$ cat src/sv/sfd_pkg.sv
// Shared types, constants and field extraction for the sensor frame deframer.
`default_nettype none

package sfd_pkg;

    // Window and frame layout
    localparam int WINDOW_BYTES = 30;
    localparam int CHK_SPAN     = 26;
    localparam int CHK_POS      = 26;
    localparam int TAIL_POS     = 29;
    localparam int PAY_FIRST    = 2;
    localparam int PAY_LAST     = 25;
    localparam int PAY_BYTES    = PAY_LAST - PAY_FIRST + 1;
    localparam int CNT_W        = $clog2(WINDOW_BYTES + 1);

    // Payload byte positions (relative to frame byte 2)
    localparam int PAY_VOLT_HI  = 18;
    localparam int PAY_VOLT_LO  = 19;
    localparam int PAY_TEMP     = 20;
    localparam int PAY_HUMID    = 21;
    localparam int PAY_SMOKE_HI = 22;
    localparam int PAY_SMOKE_LO = 23;

    // Result word fields
    localparam int IDX_W = 4;
    localparam int VAL_W = 17;

    localparam logic [IDX_W-1:0] FLD_VEL_X   = 4'd0;
    localparam logic [IDX_W-1:0] FLD_GYRO_Z  = 4'd8;
    localparam logic [IDX_W-1:0] FLD_VOLTAGE = 4'd9;
    localparam logic [IDX_W-1:0] FLD_TEMP    = 4'd10;
    localparam logic [IDX_W-1:0] FLD_HUMID   = 4'd11;
    localparam logic [IDX_W-1:0] FLD_SMOKE   = 4'd12;
    localparam logic [IDX_W-1:0] LAST_FIELD  = FLD_SMOKE;

    // Configuration registers
    localparam int CFG_IDX_W = 2;
    localparam logic [CFG_IDX_W-1:0] REG_HEADER = 2'd0;
    localparam logic [CFG_IDX_W-1:0] REG_TAIL   = 2'd1;
    localparam logic [7:0] HEADER_RESET = 8'h7B;
    localparam logic [7:0] TAIL_RESET   = 8'h7D;

    // Frame queue between front and back
    localparam int Q_DEPTH = 2;
    localparam int Q_PTR_W = (Q_DEPTH > 1) ? $clog2(Q_DEPTH) : 1;
    localparam int Q_CNT_W = $clog2(Q_DEPTH + 1);

    typedef logic [WINDOW_BYTES-1:0][7:0] window_t;
    typedef logic [PAY_BYTES-1:0][7:0]    frame_t;

    typedef struct packed {
        logic   valid;
        frame_t data;
    } push_t;

    typedef struct packed {
        logic full;
        logic not_empty;
    } q_status_t;

    // Raw value of one result word taken from the frame payload
    function automatic logic signed [VAL_W-1:0] field_word(frame_t f, logic [IDX_W-1:0] idx);
        logic [$clog2(PAY_BYTES)-1:0] b;
        logic [15:0] pair;
        logic signed [VAL_W-1:0] val;
        b    = '0;
        pair = '0;
        val  = '0;
        case (idx) inside
            [FLD_VEL_X:FLD_GYRO_Z]:
            begin
                b    = {idx, 1'b0};
                pair = {f[b], f[b + 1'b1]};
                val  = {pair[15], pair};
            end
            FLD_VOLTAGE: val = {1'b0, f[PAY_VOLT_HI], f[PAY_VOLT_LO]};
            FLD_TEMP:    val = {9'd0, f[PAY_TEMP]};
            FLD_HUMID:   val = {9'd0, f[PAY_HUMID]};
            FLD_SMOKE:   val = {1'b0, f[PAY_SMOKE_HI], f[PAY_SMOKE_LO]};
            default:     val = '0;
        endcase
        return val;
    endfunction

endpackage

`default_nettype wire

$ cat src/sv/sfd_channels.sv
// Valid/ready channel interfaces: received bytes, result words, register writes.
`default_nettype none

interface sfd_rx_if;
    logic       valid;
    logic       ready;
    logic [7:0] rx_byte;

    modport source (output valid, output rx_byte, input ready);
    modport sink (input valid, input rx_byte, output ready);
endinterface

interface sfd_out_if;
    logic                              valid;
    logic                              ready;
    logic [sfd_pkg::IDX_W-1:0]         field_index;
    logic signed [sfd_pkg::VAL_W-1:0]  field_value;
    logic                              last_field;

    modport source (output valid, output field_index, output field_value,
                    output last_field, input ready);
    modport sink (input valid, input field_index, input field_value,
                  input last_field, output ready);
endinterface

interface sfd_cfg_if;
    logic                          valid;
    logic                          ready;
    logic [sfd_pkg::CFG_IDX_W-1:0] index;
    logic [7:0]                    data;

    modport source (output valid, output index, output data, input ready);
    modport sink (input valid, input index, input data, output ready);
endinterface

`default_nettype wire

$ cat src/sv/sfd_front.sv
// Front end: byte window, frame counter, header/tail/checksum test, config registers.
`default_nettype none

module sfd_front (
    input  logic               clk,
    input  logic               rst_n,
    sfd_rx_if.sink             rx,
    sfd_cfg_if.sink            cfg,
    input  sfd_pkg::q_status_t q_status,
    output sfd_pkg::push_t     push
);
    import sfd_pkg::*;

    logic [7:0]       hdr_reg, hdr_next;
    logic [7:0]       tail_reg, tail_next;
    logic [CNT_W-1:0] cnt_reg, cnt_next;
    window_t          window_reg;
    window_t          win_next;
    logic [CNT_W-1:0] cnt_sat;
    logic [7:0]       chk;
    logic             frame_ok;
    logic             rx_fire;

    // Take a beat only when the queue can hold a frame
    assign rx.ready  = !q_status.full;
    assign cfg.ready = 1'b1;
    assign rx_fire   = rx.valid && rx.ready;

    // Register writes; unknown indexes are dropped
    always_comb
    begin
        hdr_next  = hdr_reg;
        tail_next = tail_reg;
        if (cfg.valid && cfg.ready)
        begin
            case (cfg.index)
                REG_HEADER: hdr_next  = cfg.data;
                REG_TAIL:   tail_next = cfg.data;
                default:    ;
            endcase
        end
    end

    // Window after this byte shifts in: entry 0 oldest
    assign win_next = {rx.rx_byte, window_reg[WINDOW_BYTES-1:1]};
    assign cnt_sat  = (cnt_reg < CNT_W'(WINDOW_BYTES)) ? cnt_reg + 1'b1 : cnt_reg;

    // Checksum over the leading bytes
    always_comb
    begin
        chk = '0;
        for (int i = 0; i < CHK_SPAN; i++)
        begin
            chk = chk ^ win_next[i];
        end
    end

    assign frame_ok = (cnt_sat == CNT_W'(WINDOW_BYTES))
                   && (win_next[0] == hdr_reg)
                   && (win_next[TAIL_POS] == tail_reg)
                   && (chk == win_next[CHK_POS]);

    assign push.valid = rx_fire && frame_ok;
    assign push.data  = win_next[PAY_LAST:PAY_FIRST];

    // Count restarts on a good frame
    always_comb
    begin
        cnt_next = cnt_reg;
        if (rx_fire)
        begin
            cnt_next = frame_ok ? '0 : cnt_sat;
        end
    end

    always_ff @(posedge clk or negedge rst_n)
    begin
        if (!rst_n)
        begin
            hdr_reg  <= HEADER_RESET;
            tail_reg <= TAIL_RESET;
            cnt_reg  <= '0;
        end
        else
        begin
            hdr_reg  <= hdr_next;
            tail_reg <= tail_next;
            cnt_reg  <= cnt_next;
        end
    end

    // Window contents only matter once the count is full
    always_ff @(posedge clk)
    begin
        if (rx_fire)
        begin
            window_reg <= win_next;
        end
    end

endmodule

`default_nettype wire

$ cat src/sv/sfd_queue.sv
// Short frame queue between the front end and the word sequencer.
`default_nettype none

module sfd_queue (
    input  logic               clk,
    input  logic               rst_n,
    input  sfd_pkg::push_t     push,
    input  logic               pop,
    output sfd_pkg::q_status_t status,
    output sfd_pkg::frame_t    rd_data
);
    import sfd_pkg::*;

    frame_t               entries_reg [Q_DEPTH];
    logic [Q_PTR_W-1:0]   wr_ptr_reg, wr_ptr_next;
    logic [Q_PTR_W-1:0]   rd_ptr_reg, rd_ptr_next;
    logic [Q_CNT_W-1:0]   count_reg, count_next;
    logic                 do_push;
    logic                 do_pop;

    assign status.full      = (count_reg == Q_CNT_W'(Q_DEPTH));
    assign status.not_empty = (count_reg != '0);
    assign rd_data          = entries_reg[rd_ptr_reg];

    assign do_push = push.valid && !status.full;
    assign do_pop  = pop && status.not_empty;

    // Pointer and occupancy update
    always_comb
    begin
        wr_ptr_next = wr_ptr_reg;
        rd_ptr_next = rd_ptr_reg;
        count_next  = count_reg;
        if (do_push)
        begin
            wr_ptr_next = (wr_ptr_reg == Q_PTR_W'(Q_DEPTH - 1)) ? '0 : wr_ptr_reg + 1'b1;
        end
        if (do_pop)
        begin
            rd_ptr_next = (rd_ptr_reg == Q_PTR_W'(Q_DEPTH - 1)) ? '0 : rd_ptr_reg + 1'b1;
        end
        if (do_push && !do_pop)
        begin
            count_next = count_reg + 1'b1;
        end
        else if (do_pop && !do_push)
        begin
            count_next = count_reg - 1'b1;
        end
    end

    always_ff @(posedge clk or negedge rst_n)
    begin
        if (!rst_n)
        begin
            wr_ptr_reg <= '0;
            rd_ptr_reg <= '0;
            count_reg  <= '0;
        end
        else
        begin
            wr_ptr_reg <= wr_ptr_next;
            rd_ptr_reg <= rd_ptr_next;
            count_reg  <= count_next;
        end
    end

    always_ff @(posedge clk)
    begin
        if (do_push)
        begin
            entries_reg[wr_ptr_reg] <= push.data;
        end
    end

endmodule

`default_nettype wire

$ cat src/sv/sfd_back.sv
// Back end: walks a frame through its thirteen result words into the output register.
`default_nettype none

module sfd_back (
    input  logic               clk,
    input  logic               rst_n,
    input  sfd_pkg::q_status_t q_status,
    input  sfd_pkg::frame_t    q_data,
    output logic               q_pop,
    sfd_out_if.source          fld
);
    import sfd_pkg::*;

    logic                    active_reg, active_next;
    logic [IDX_W-1:0]        idx_reg, idx_next;
    frame_t                  frame_reg, frame_next;
    logic                    out_valid_reg, out_valid_next;
    logic [IDX_W-1:0]        out_index_reg, out_index_next;
    logic signed [VAL_W-1:0] out_value_reg, out_value_next;
    logic                    out_last_reg, out_last_next;
    logic                    load;

    // New frame only when the previous one is fully issued
    assign q_pop = q_status.not_empty && !active_reg;
    assign load  = active_reg && (!out_valid_reg || fld.ready);

    always_comb
    begin
        active_next    = active_reg;
        idx_next       = idx_reg;
        frame_next     = frame_reg;
        out_valid_next = out_valid_reg;
        out_index_next = out_index_reg;
        out_value_next = out_value_reg;
        out_last_next  = out_last_reg;

        if (fld.ready)
        begin
            out_valid_next = 1'b0;
        end

        if (q_pop)
        begin
            frame_next  = q_data;
            active_next = 1'b1;
            idx_next    = '0;
        end

        // Issue the next word of the current frame
        if (load)
        begin
            out_valid_next = 1'b1;
            out_index_next = idx_reg;
            out_value_next = field_word(frame_reg, idx_reg);
            out_last_next  = (idx_reg == LAST_FIELD);
            idx_next       = idx_reg + 1'b1;
            if (idx_reg == LAST_FIELD)
            begin
                active_next = 1'b0;
            end
        end
    end

    always_ff @(posedge clk or negedge rst_n)
    begin
        if (!rst_n)
        begin
            active_reg    <= 1'b0;
            idx_reg       <= '0;
            out_valid_reg <= 1'b0;
        end
        else
        begin
            active_reg    <= active_next;
            idx_reg       <= idx_next;
            out_valid_reg <= out_valid_next;
        end
    end

    always_ff @(posedge clk)
    begin
        frame_reg     <= frame_next;
        out_index_reg <= out_index_next;
        out_value_reg <= out_value_next;
        out_last_reg  <= out_last_next;
    end

    assign fld.valid       = out_valid_reg;
    assign fld.field_index = out_index_reg;
    assign fld.field_value = out_value_reg;
    assign fld.last_field  = out_last_reg;

endmodule

`default_nettype wire

$ cat src/sv/sensor_frame_deframer_top.sv
// A frame's words go through the queue, the frame register and the output register.
// The frame queue holds 2 frames; the byte input stalls only when it is full, and
// takes one byte per cycle otherwise. A frame's 13 words leave one per cycle while
// the output is ready; the sequencer starts a frame once the last is fully issued.
// Reset: header 0x7B, tail 0x7D, byte count zero, queue and output empty.
// Top level of the sensor frame deframer.
`default_nettype none

module sensor_frame_deframer_top (
    input  logic      clk,
    input  logic      rst_n,
    sfd_rx_if.sink    rx,
    sfd_cfg_if.sink   cfg,
    sfd_out_if.source fld
);
    import sfd_pkg::*;

    push_t     push;
    q_status_t q_status;
    frame_t    q_data;
    logic      q_pop;

    sfd_front u_front (
        .clk      (clk),
        .rst_n    (rst_n),
        .rx       (rx),
        .cfg      (cfg),
        .q_status (q_status),
        .push     (push)
    );

    sfd_queue u_queue (
        .clk     (clk),
        .rst_n   (rst_n),
        .push    (push),
        .pop     (q_pop),
        .status  (q_status),
        .rd_data (q_data)
    );

    sfd_back u_back (
        .clk      (clk),
        .rst_n    (rst_n),
        .q_status (q_status),
        .q_data   (q_data),
        .q_pop    (q_pop),
        .fld      (fld)
    );

    // A detected frame never meets a full queue
    a_no_overflow: assert property (@(posedge clk) disable iff (!rst_n)
        !(push.valid && q_status.full))
        else $error("frame pushed into a full queue");

    // The last mark sits on the smoke word only
    a_last_mark: assert property (@(posedge clk) disable iff (!rst_n)
        fld.valid |-> (fld.last_field == (fld.field_index == LAST_FIELD)))
        else $error("last mark on wrong word");

    // Words of a frame follow back to back in order
    a_word_order: assert property (@(posedge clk) disable iff (!rst_n)
        fld.valid && fld.ready && !fld.last_field |=>
            fld.valid && (fld.field_index == $past(fld.field_index) + 4'd1))
        else $error("frame words out of order");

    // A frame is taken only from a nonempty queue
    a_pop_idle: assert property (@(posedge clk) disable iff (!rst_n)
        q_pop |-> q_status.not_empty)
        else $error("pop from empty queue");

endmodule

`default_nettype wire
$ cat src/flat_wrapper.sv
// flat-port wrapper written by rule: the top's interface ports become plain ports
module sensor_frame_deframer_top_flat import sfd_pkg::*;
  (clk, rst_n, rx_valid, rx_rx_byte, rx_ready, cfg_valid, cfg_index, cfg_data, cfg_ready, fld_valid, fld_field_index, fld_field_value, fld_last_field, fld_ready);
  sfd_rx_if rx_i ();
  sfd_cfg_if cfg_i ();
  sfd_out_if fld_i ();
  input  logic clk;
  input  logic rst_n;
  input wire logic [$bits(rx_i.valid)-1:0] rx_valid;
  input wire logic [$bits(rx_i.rx_byte)-1:0] rx_rx_byte;
  output wire logic [$bits(rx_i.ready)-1:0] rx_ready;
  input wire logic [$bits(cfg_i.valid)-1:0] cfg_valid;
  input wire logic [$bits(cfg_i.index)-1:0] cfg_index;
  input wire logic [$bits(cfg_i.data)-1:0] cfg_data;
  output wire logic [$bits(cfg_i.ready)-1:0] cfg_ready;
  output wire logic [$bits(fld_i.valid)-1:0] fld_valid;
  output wire logic [$bits(fld_i.field_index)-1:0] fld_field_index;
  output wire logic [$bits(fld_i.field_value)-1:0] fld_field_value;
  output wire logic [$bits(fld_i.last_field)-1:0] fld_last_field;
  input wire logic [$bits(fld_i.ready)-1:0] fld_ready;
  assign rx_i.valid = rx_valid;
  assign rx_i.rx_byte = rx_rx_byte;
  assign rx_ready = rx_i.ready;
  assign cfg_i.valid = cfg_valid;
  assign cfg_i.index = cfg_index;
  assign cfg_i.data = cfg_data;
  assign cfg_ready = cfg_i.ready;
  assign fld_valid = fld_i.valid;
  assign fld_field_index = fld_i.field_index;
  assign fld_field_value = fld_i.field_value;
  assign fld_last_field = fld_i.last_field;
  assign fld_i.ready = fld_ready;
  sensor_frame_deframer_top u_core (.clk(clk), .rst_n(rst_n), .rx(rx_i), .cfg(cfg_i), .fld(fld_i));
endmodule
$ cat config.mk
export PLATFORM = sky130hd
export DESIGN_NAME = sensor_frame_deframer_top_flat
export DESIGN_NICKNAME = d
export VERILOG_FILES = /design/src/sv/sfd_pkg.sv /design/src/sv/sfd_channels.sv /design/src/sv/sfd_front.sv /design/src/sv/sfd_queue.sv /design/src/sv/sfd_back.sv /design/src/sv/sensor_frame_deframer_top.sv /design/src/flat_wrapper.sv
export SDC_FILE = /design/constraint.sdc
export NUM_CORES = 1
export LEC_CHECK = 0
export ABC_AREA = 1
export BUFFER_PORTS_ARGS = -buffer_cell sky130_fd_sc_hd__buf_2
export CAP_MARGIN = 20
export CORE_MARGIN = 4
export CORE_UTILIZATION = 50
export CTS_BUF_LIST = sky130_fd_sc_hd__clkbuf_16
export DETAILED_ROUTE_END_ITERATION = 16
export PLACE_DENSITY_LB_ADDON = 0.08
export SETUP_SLACK_MARGIN = 0.1
export SLEW_MARGIN = 20
export SYNTH_ARGS = -nofsm -noshare
export SYNTH_HDL_FRONTEND = slang
export SYNTH_SLANG_ARGS = --single-unit
$ cat constraint.sdc
create_clock -name clk -period 15.8 [get_ports clk]
set_clock_uncertainty 0.05 [all_clocks]
set_input_delay 1.58 -clock clk [delete_from_list [all_inputs] [get_ports clk]]
set_output_delay 1.58 -clock clk [all_outputs]
set_load 0.01 [all_outputs]
==> flow_summary_export.csv, run 1 <==
group,metric,value,unit
status,status,"finished, final reports clean",
timing,slew_headroom,27.0,%
route,routed_wl,73300,microns
die,core,0.0673,sq mm
clocking,clockBufferDepth,3,
timing,setup_tns,0,ns
synthesis,synthTopCellsByCount,"nand2_1 (943), edfxtp_1 (830), inv_1 (133), o21ai_0 (133), nor2_1 (117)",
synthesis,synthXorXnorAreaFrac,3.00,%
placed_design,hpwl,43100,microns
synthesis,ys_warn_count,0,
setup_path,rr_worst_depth,8,
synthesis,synth_flop_cell,"edfxtp_1",
die,start_util,50.6,%
clocking,clock_sinks,861,
placed_design,gp_congestion,0.784,
route,wl_per_cell,19.9,microns
setup_path,worst-path-buf-inv,5,
clocking,numCtsBuffers,87,
global_route,grt.overflow.total,0,
die,die_h,269,microns
clocking,clk_pin_slew,0.06,ns
synthesis,yosys.area_share.adder,0.221,%
cells_and_area,areaGrowthSynthToFinish,11.8,%
timing,clock.fmax,183,MHz
timing,period_share,34.7,%
global_route,antenna_found_initial,1,
synthesis,synth_nets,2695,
clocking,clk_latency,0.63,ns
setup_path,crit_path_start_kind,"input port",
clocking,cts_resized,0,
hold_path,hold_path.class,"reg -> reg",
synthesis,synth_top_family_by_area,"simple AND/OR/NAND/NOR gates",
hold_path,whs_path_depth,0,
setup_path,path_cells,"buf_2 -> nand2_1 -> inv_8 -> buf_4 -> nand3_2 -> inv_8 -> buf_4",
die,die_area,0.0723,sq mm
die,row_count,95,
die,ios,48,
clocking,postCtsSetupBuffers,0,
timing,rsz0062_at_grt,"false",
synthesis,synth_seq_cells,861,
synthesis,netlist_instances,2666,
synthesis,synthTopCellsByArea,"edfxtp_1 (73%), nand2_1 (10%), o21ai_0 (2.0%)",
cells_and_area,largest_register_ff_count,384,
setup_path,r2r_slack,10.71,ns
synthesis,synth-compound-area-share,4.07,%
synthesis,async_reset_ff_share,3.60,%
synthesis,synth_area,0.0340,sq mm
cells_and_area,layout.nets,2769,
cells_and_area,antenna_cells,0,
cells_and_area,nFillCells,5437,
synthesis,syn_area_per_cell,12.8,sq um
synthesis,yosysMostFrequentCell,"nand2_1",
cells_and_area,drive_above_1_share,9.43,%
power,p_leak,14.5,nW
setup_path,critPathLaunch,"rx_valid",
route,ant_nets,0,
placed_design,io_buffers,46,
synthesis,yosysSeqAreaShare,75.6,%
job,cap_violations,0,
die,dieWidth,269,microns
synthesis,synthSimpleGateAreaFrac,14.5,%
setup_path,regToRegEndpoint,"u_core.u_queue.entries_reg[0][145]$_DFFE_PP_",
global_route,grt_pass1_vias,19000,
route,vias_per_cell,5.29,
route,drt_iter0_drc,1703,
cells_and_area,fin_util,56.6,%
clocking,htreeDepth,3,
synthesis,synth_top_area_share,73.3,%
setup_path,crit_required,15.99,ns
setup_path,cp.arrival,5.67,ns
setup_path,critPathSlowestCell,"buf_4",
clocking,cts_tree,"done",
timing,post-route-min-period,5.48,ns
route,firstDrtPassIters,6,
synthesis,synth_edf_count,830,
global_route,grt_max_degree,126,
synthesis,muxShareOfSynthArea,0,%
setup_path,worstSetupPathType,"in -> reg",
setup_path,crit_family,"buffers and inverters",
route,num_vias,19500,
setup_path,path_max_fanout,125,
setup_path,slowest_delay,0.91,ns
route,drc_errors,0,
hold_path,hold_start,"u_core.u_front.win_next[216]$_DFFE_PP_",
clocking,root_buffer,"clkbuf_16",
setup_path,regToRegStartpoint,"u_core.u_queue.count_reg[0]$_DFFE_PN0P_",
hold_path,hold_end,"u_core.u_front.win_next[208]$_DFFE_PP_",
global_route,grt_pass1_wl,112000,microns
timing,setup_violations,0,
power,powerDensity,188,mW/mm^2
synthesis,synth_top_cell_by_area,"edfxtp_1",
power,ir_drop,0.111,mV
timing,worst_pin_slew,1.09,ns
timing,slew_viol_final,0,
clocking,ctsHoldBuffers,0,
synthesis,synth_cell_type_count,45,
global_route,grt_usage,20.4,%
setup_path,end_kind,"flop",
timing,hold_viol_final,0,
## metrics by stage
step	hold WS (ns)	setup WS, ns	std cells	instance area, sq um	power, mW
2_1_floorplan	0.350	2.96	2666	34000	4.52
3_3_place_gp	0.355	9.70	3524	35300	5.18
3_5_place_dp	0.355	9.59	3524	35300	5.23
4_1_cts	0.368	10.25	3683	38000	7.24
5_1_grt	0.371	10.02	3683	38000	7.58
6_report	0.368	10.32	3683	38000	7.16
## worst max path at each step
stage,cells past startpoint,end,slack [ns]
final,7,u_core.u_queue.entries_reg[0][145]$_DFFE_PP_,10.32
after global routing,7,u_core.u_queue.entries_reg[0][76]$_DFFE_PP_,10.02
after CTS,7,u_core.u_queue.entries_reg[0][71]$_DFFE_PP_,10.25
after detailed placement,7,u_core.u_queue.entries_reg[0][15]$_DFFE_PP_,9.59
after global placement,7,u_core.u_queue.entries_reg[0][76]$_DFFE_PP_,9.70
after floorplan,4,u_core.u_queue.entries_reg[1][0]$_DFFE_PP_,2.96
## worst reg2reg max path: stages (launching register included)
cell     delay, ns
dfrtp_1       0.35
inv_1         0.11
nand2_1       0.14
nand2_1       0.27
inv_8         0.63
buf_4         1.06
nand3_2       0.33
inv_8         0.71
buf_4         1.00
## layer usage
| layer | GRT usage [%] | vias up | share of wire (%) |
|---|---|---|---|
| li1 | - | 9341 | - |
| met1 | 28.5 | 9573 | 44 |
| met2 | 34.0 | 456 | 48 |
| met3 | 3.30 | 113 | 4.8 |
| met4 | 5.37 | 0 | 2.4 |
| met5 | 0 | - | 0 |
## layout by cell type (no fill, tap or decap), drive strengths merged, types with 5 or more instances in the layout
| cell | count |
|---|---|
| a21oi | 20 |
| a22oi | 9 |
| buf | 73 |
| bufinv | 8 |
| clkbuf | 88 |
| clkinv | 35 |
| clkinvlp | 5 |
| dfrtp | 19 |
| dfstp | 12 |
| edfxtp | 830 |
| ha | 6 |
| inv | 172 |
| nand2 | 960 |
| nand3 | 73 |
| nand3b | 29 |
| nand4 | 6 |
| nor2 | 123 |
| o211ai | 16 |
| o21ai | 134 |
| o221ai | 28 |
| o22ai | 15 |
| or2 | 17 |
| xnor2 | 64 |
| xor2 | 51 |
## logic make-up (layout without fill, tap and decap cells)
family | Yosys count | after routing
AOI/OAI and AO/OA | 232 | 232
xor gates and xnor gates | 115 | 115
buffers and inverters | 237 | 381
other | 1 | 1
DFF | 861 | 861
and+or+nand+nor | 1214 | 1214
adders and majority gates | 6 | 6
## report_power, final
part	total [mW]	switching, mW	internal, mW
clock	2.00	0.857	1.15
sequential	3.29	0.288	3.00
combinational	1.87	1.32	0.547
total	7.16	2.47	4.69
## area by class of cell
type / instances / area (sq um) / area share (%)
Timing Repair Buffer: 73 / 433 / 1.14
Inverter: 149 / 579 / 1.52
Multi-Input combinational cell: 1568 / 7440 / 19.5
Clock inverter: 71 / 581 / 1.53
Tap cell: 873 / 1090 / 2.87
Clock buffer: 88 / 2200 / 5.79
Sequential cell: 861 / 25700 / 67.6
Power figures use the tool's default switching activity.
==> inputs of run 2 (changes only) <==
Clock period 15.8 ns to 4.5 ns, I/O delays scaled along.
==> run 2 against run 1 <==
  * Final area rose by 1.3%
  * Via count hardly changed
  * Sequential power rose to 3.5 times the previous value
  * Critical endpoint is now u_core.u_queue.entries_reg[0][12]$_DFFE_PP_
==> flow_summary_export.csv, run 2 (same netlist as run 1, synthesis figures left out) <==
group,metric,value,unit
die,core,0.0673,sq mm
setup_path,end_kind,"flop",
cells_and_area,areaGrowthSynthToFinish,13.3,%
global_route,grt_max_degree,139,
clocking,htreeDepth,3,
route,vias_per_cell,5.26,
setup_path,regToRegEndpoint,"u_core.u_queue.entries_reg[0][12]$_DFFE_PP_",
timing,rsz0062_at_grt,"false",
clocking,numCtsBuffers,86,
cells_and_area,layout.cells.non_filler,3704,
power,finalPower,25.5,mW
placed_design,gp_congestion,0.791,
die,ios,48,
timing,setup_violations,0,
job,cap_violations,0,
setup_path,worstSetupPathType,"reg -> reg",
setup_path,critPathLaunch,"u_core.u_front.push[47]$_DFFE_PP_",
setup_path,path_max_fanout,20,
route,drt_iter0_drc,1719,
die,row_count,95,
timing,worst_pin_slew,0.993,ns
setup_path,cp.arrival,3.70,ns
cells_and_area,layout_commonest_cell,"nand2_1",
global_route,antenna_found_initial,1,
clocking,clk_latency,0.63,ns
placed_design,io_buffers,46,
hold_path,hold_path.class,"in -> reg",
status,status,"finished, final reports clean",
placed_design,hpwl,44000,microns
route,firstDrtPassIters,5,
global_route,grt_pass1_wl,113000,microns
cells_and_area,layout.nets,2786,
setup_path,cp-endpoint,"u_core.u_queue.entries_reg[0][12]$_DFFE_PP_",
power,ir_drop,0.439,mV
timing,post-route-min-period,3.47,ns
route,drc_errors,0,
route,routed_wl,74600,microns
clocking,clockBufferDepth,3,
cells_and_area,multi_input_area,0.00745,sq mm
cells_and_area,nFillCells,5352,
die,die_h,269,microns
clocking,clock_sinks,861,
cells_and_area,drive_above_1_share,9.79,%
setup_path,regToRegStartpoint,"u_core.u_front.push[47]$_DFFE_PP_",
cells_and_area,final_cell_mix,"nand2_1 (941), edfxtp_1 (830), inv_1 (145), o21ai_0 (133), nor2_1 (116)",
timing,period_share,77.2,%
clocking,clk_pin_slew,0.06,ns
setup_path,r2r_slack,1.03,ns
cells_and_area,largest_register_ff_count,384,
clocking,cts_tree,"done",
cells_and_area,regArea,0.0257,sq mm
global_route,grt_usage,20.8,%
die,die_area,0.0723,sq mm
route,num_vias,19500,
die,start_util,50.6,%
timing,slew_headroom,33.8,%
setup_path,rr_worst_depth,18,
clocking,root_buffer,"clkbuf_16",
placed_design,dpl_cell_area,0.0355,sq mm
timing,hold_viol_final,0,
setup_path,crit_path_start_kind,"flop",
timing,clock.fmax,288,MHz
power,powerDensity,662,mW/mm^2
die,dieWidth,269,microns
route,ant_nets,0,
route,wl_per_cell,20.1,microns
global_route,grt.overflow.total,0,
placed_design,dpl.cell_count,3530,
setup_path,crit_required,4.73,ns
global_route,grt_pass1_vias,18700,
power,p_leak,14.7,nW
timing,slew_viol_final,0,
timing,hold_slack,0.0189,ns
cells_and_area,final_cell_area,0.0385,sq mm
-- run 2: critical path: stages, from the launching register on --
cell and delay (ns):
edfxtp_1 0.52, xnor2_1 0.20, nand2_1 0.09, nand2_1 0.07, nand2_1 0.04, nand2_1 0.10, inv_1 0.06, nand2_2 0.06
nand3_1 0.07, nand2_1 0.13, nand2_1 0.06, nand2_1 0.21, nand2_2 0.12, nor2_4 0.12, nand3_2 0.11, nor2_4 0.13
nand3_2 0.11, clkinvlp_4 0.44, buf_4 0.41
-- run 2: worst min path at each step --
stage	start	to	cells after the start
2_1_floorplan	rst_n	u_core.u_back.active_reg$_DFF_PN0_	0
3_3_place_gp	u_core.u_front.win_next[229]$_DFFE_PP_	u_core.u_front.win_next[221]$_DFFE_PP_	0
3_5_place_dp	u_core.u_front.win_next[222]$_DFFE_PP_	u_core.u_front.win_next[214]$_DFFE_PP_	0
4_1_cts	fld_ready	u_core.u_back.fld.valid$_DFFE_PN0P_	4
5_1_grt	rx_rx_byte[6]	u_core.u_front.win_next[230]$_DFFE_PP_	1
6_report	rx_rx_byte[6]	u_core.u_front.win_next[230]$_DFFE_PP_	1
-- run 2: timing repair --
action	CTS	global route
setup buffers	0	0
hold buffers	12	0
gates resized for setup	0	0
endpoints found under the setup margin	0	0
hold endpoints to repair	32	0
-- run 2: layout make-up --
class                   count  area share [%]
clock inverters            71            1.76
clock buffers              90            5.84
multi-input cells        1568            19.3
diodes                      1         0.00649
repair buffers             91            2.01
well taps                 873            2.83
inverters                 149            1.48
flip-flops and latches    861            66.7
-- run 2: power breakdown --
group,total (mW),internal (mW),switching [mW]
logic,6.51,1.96,4.54
registers,11.6,10.5,1.12
clock network,7.35,4.37,2.98
-- run 2: per-layer routing --
metal	vias to the layer above	wire length, microns	global-route usage, %
li1	9371	-	-
met3	111	3800	2.76
met4	0	1930	6.40
met5	-	0	0
met2	505	35400	33.8
met1	9481	33500	29.8
-- run 2: metrics by stage --
stage / TNS, ns / setup slack (ns) / util (%)
2_1_floorplan: -1547.34 / -3.10 / -
3_3_place_gp: 0 / 1.05 / 52.8
3_5_place_dp: 0 / 1.02 / 52.8
4_1_cts: 0 / 0.975 / 57.3
5_1_grt: 0 / 0.711 / 57.3
6_report: 0 / 1.03 / 57.3
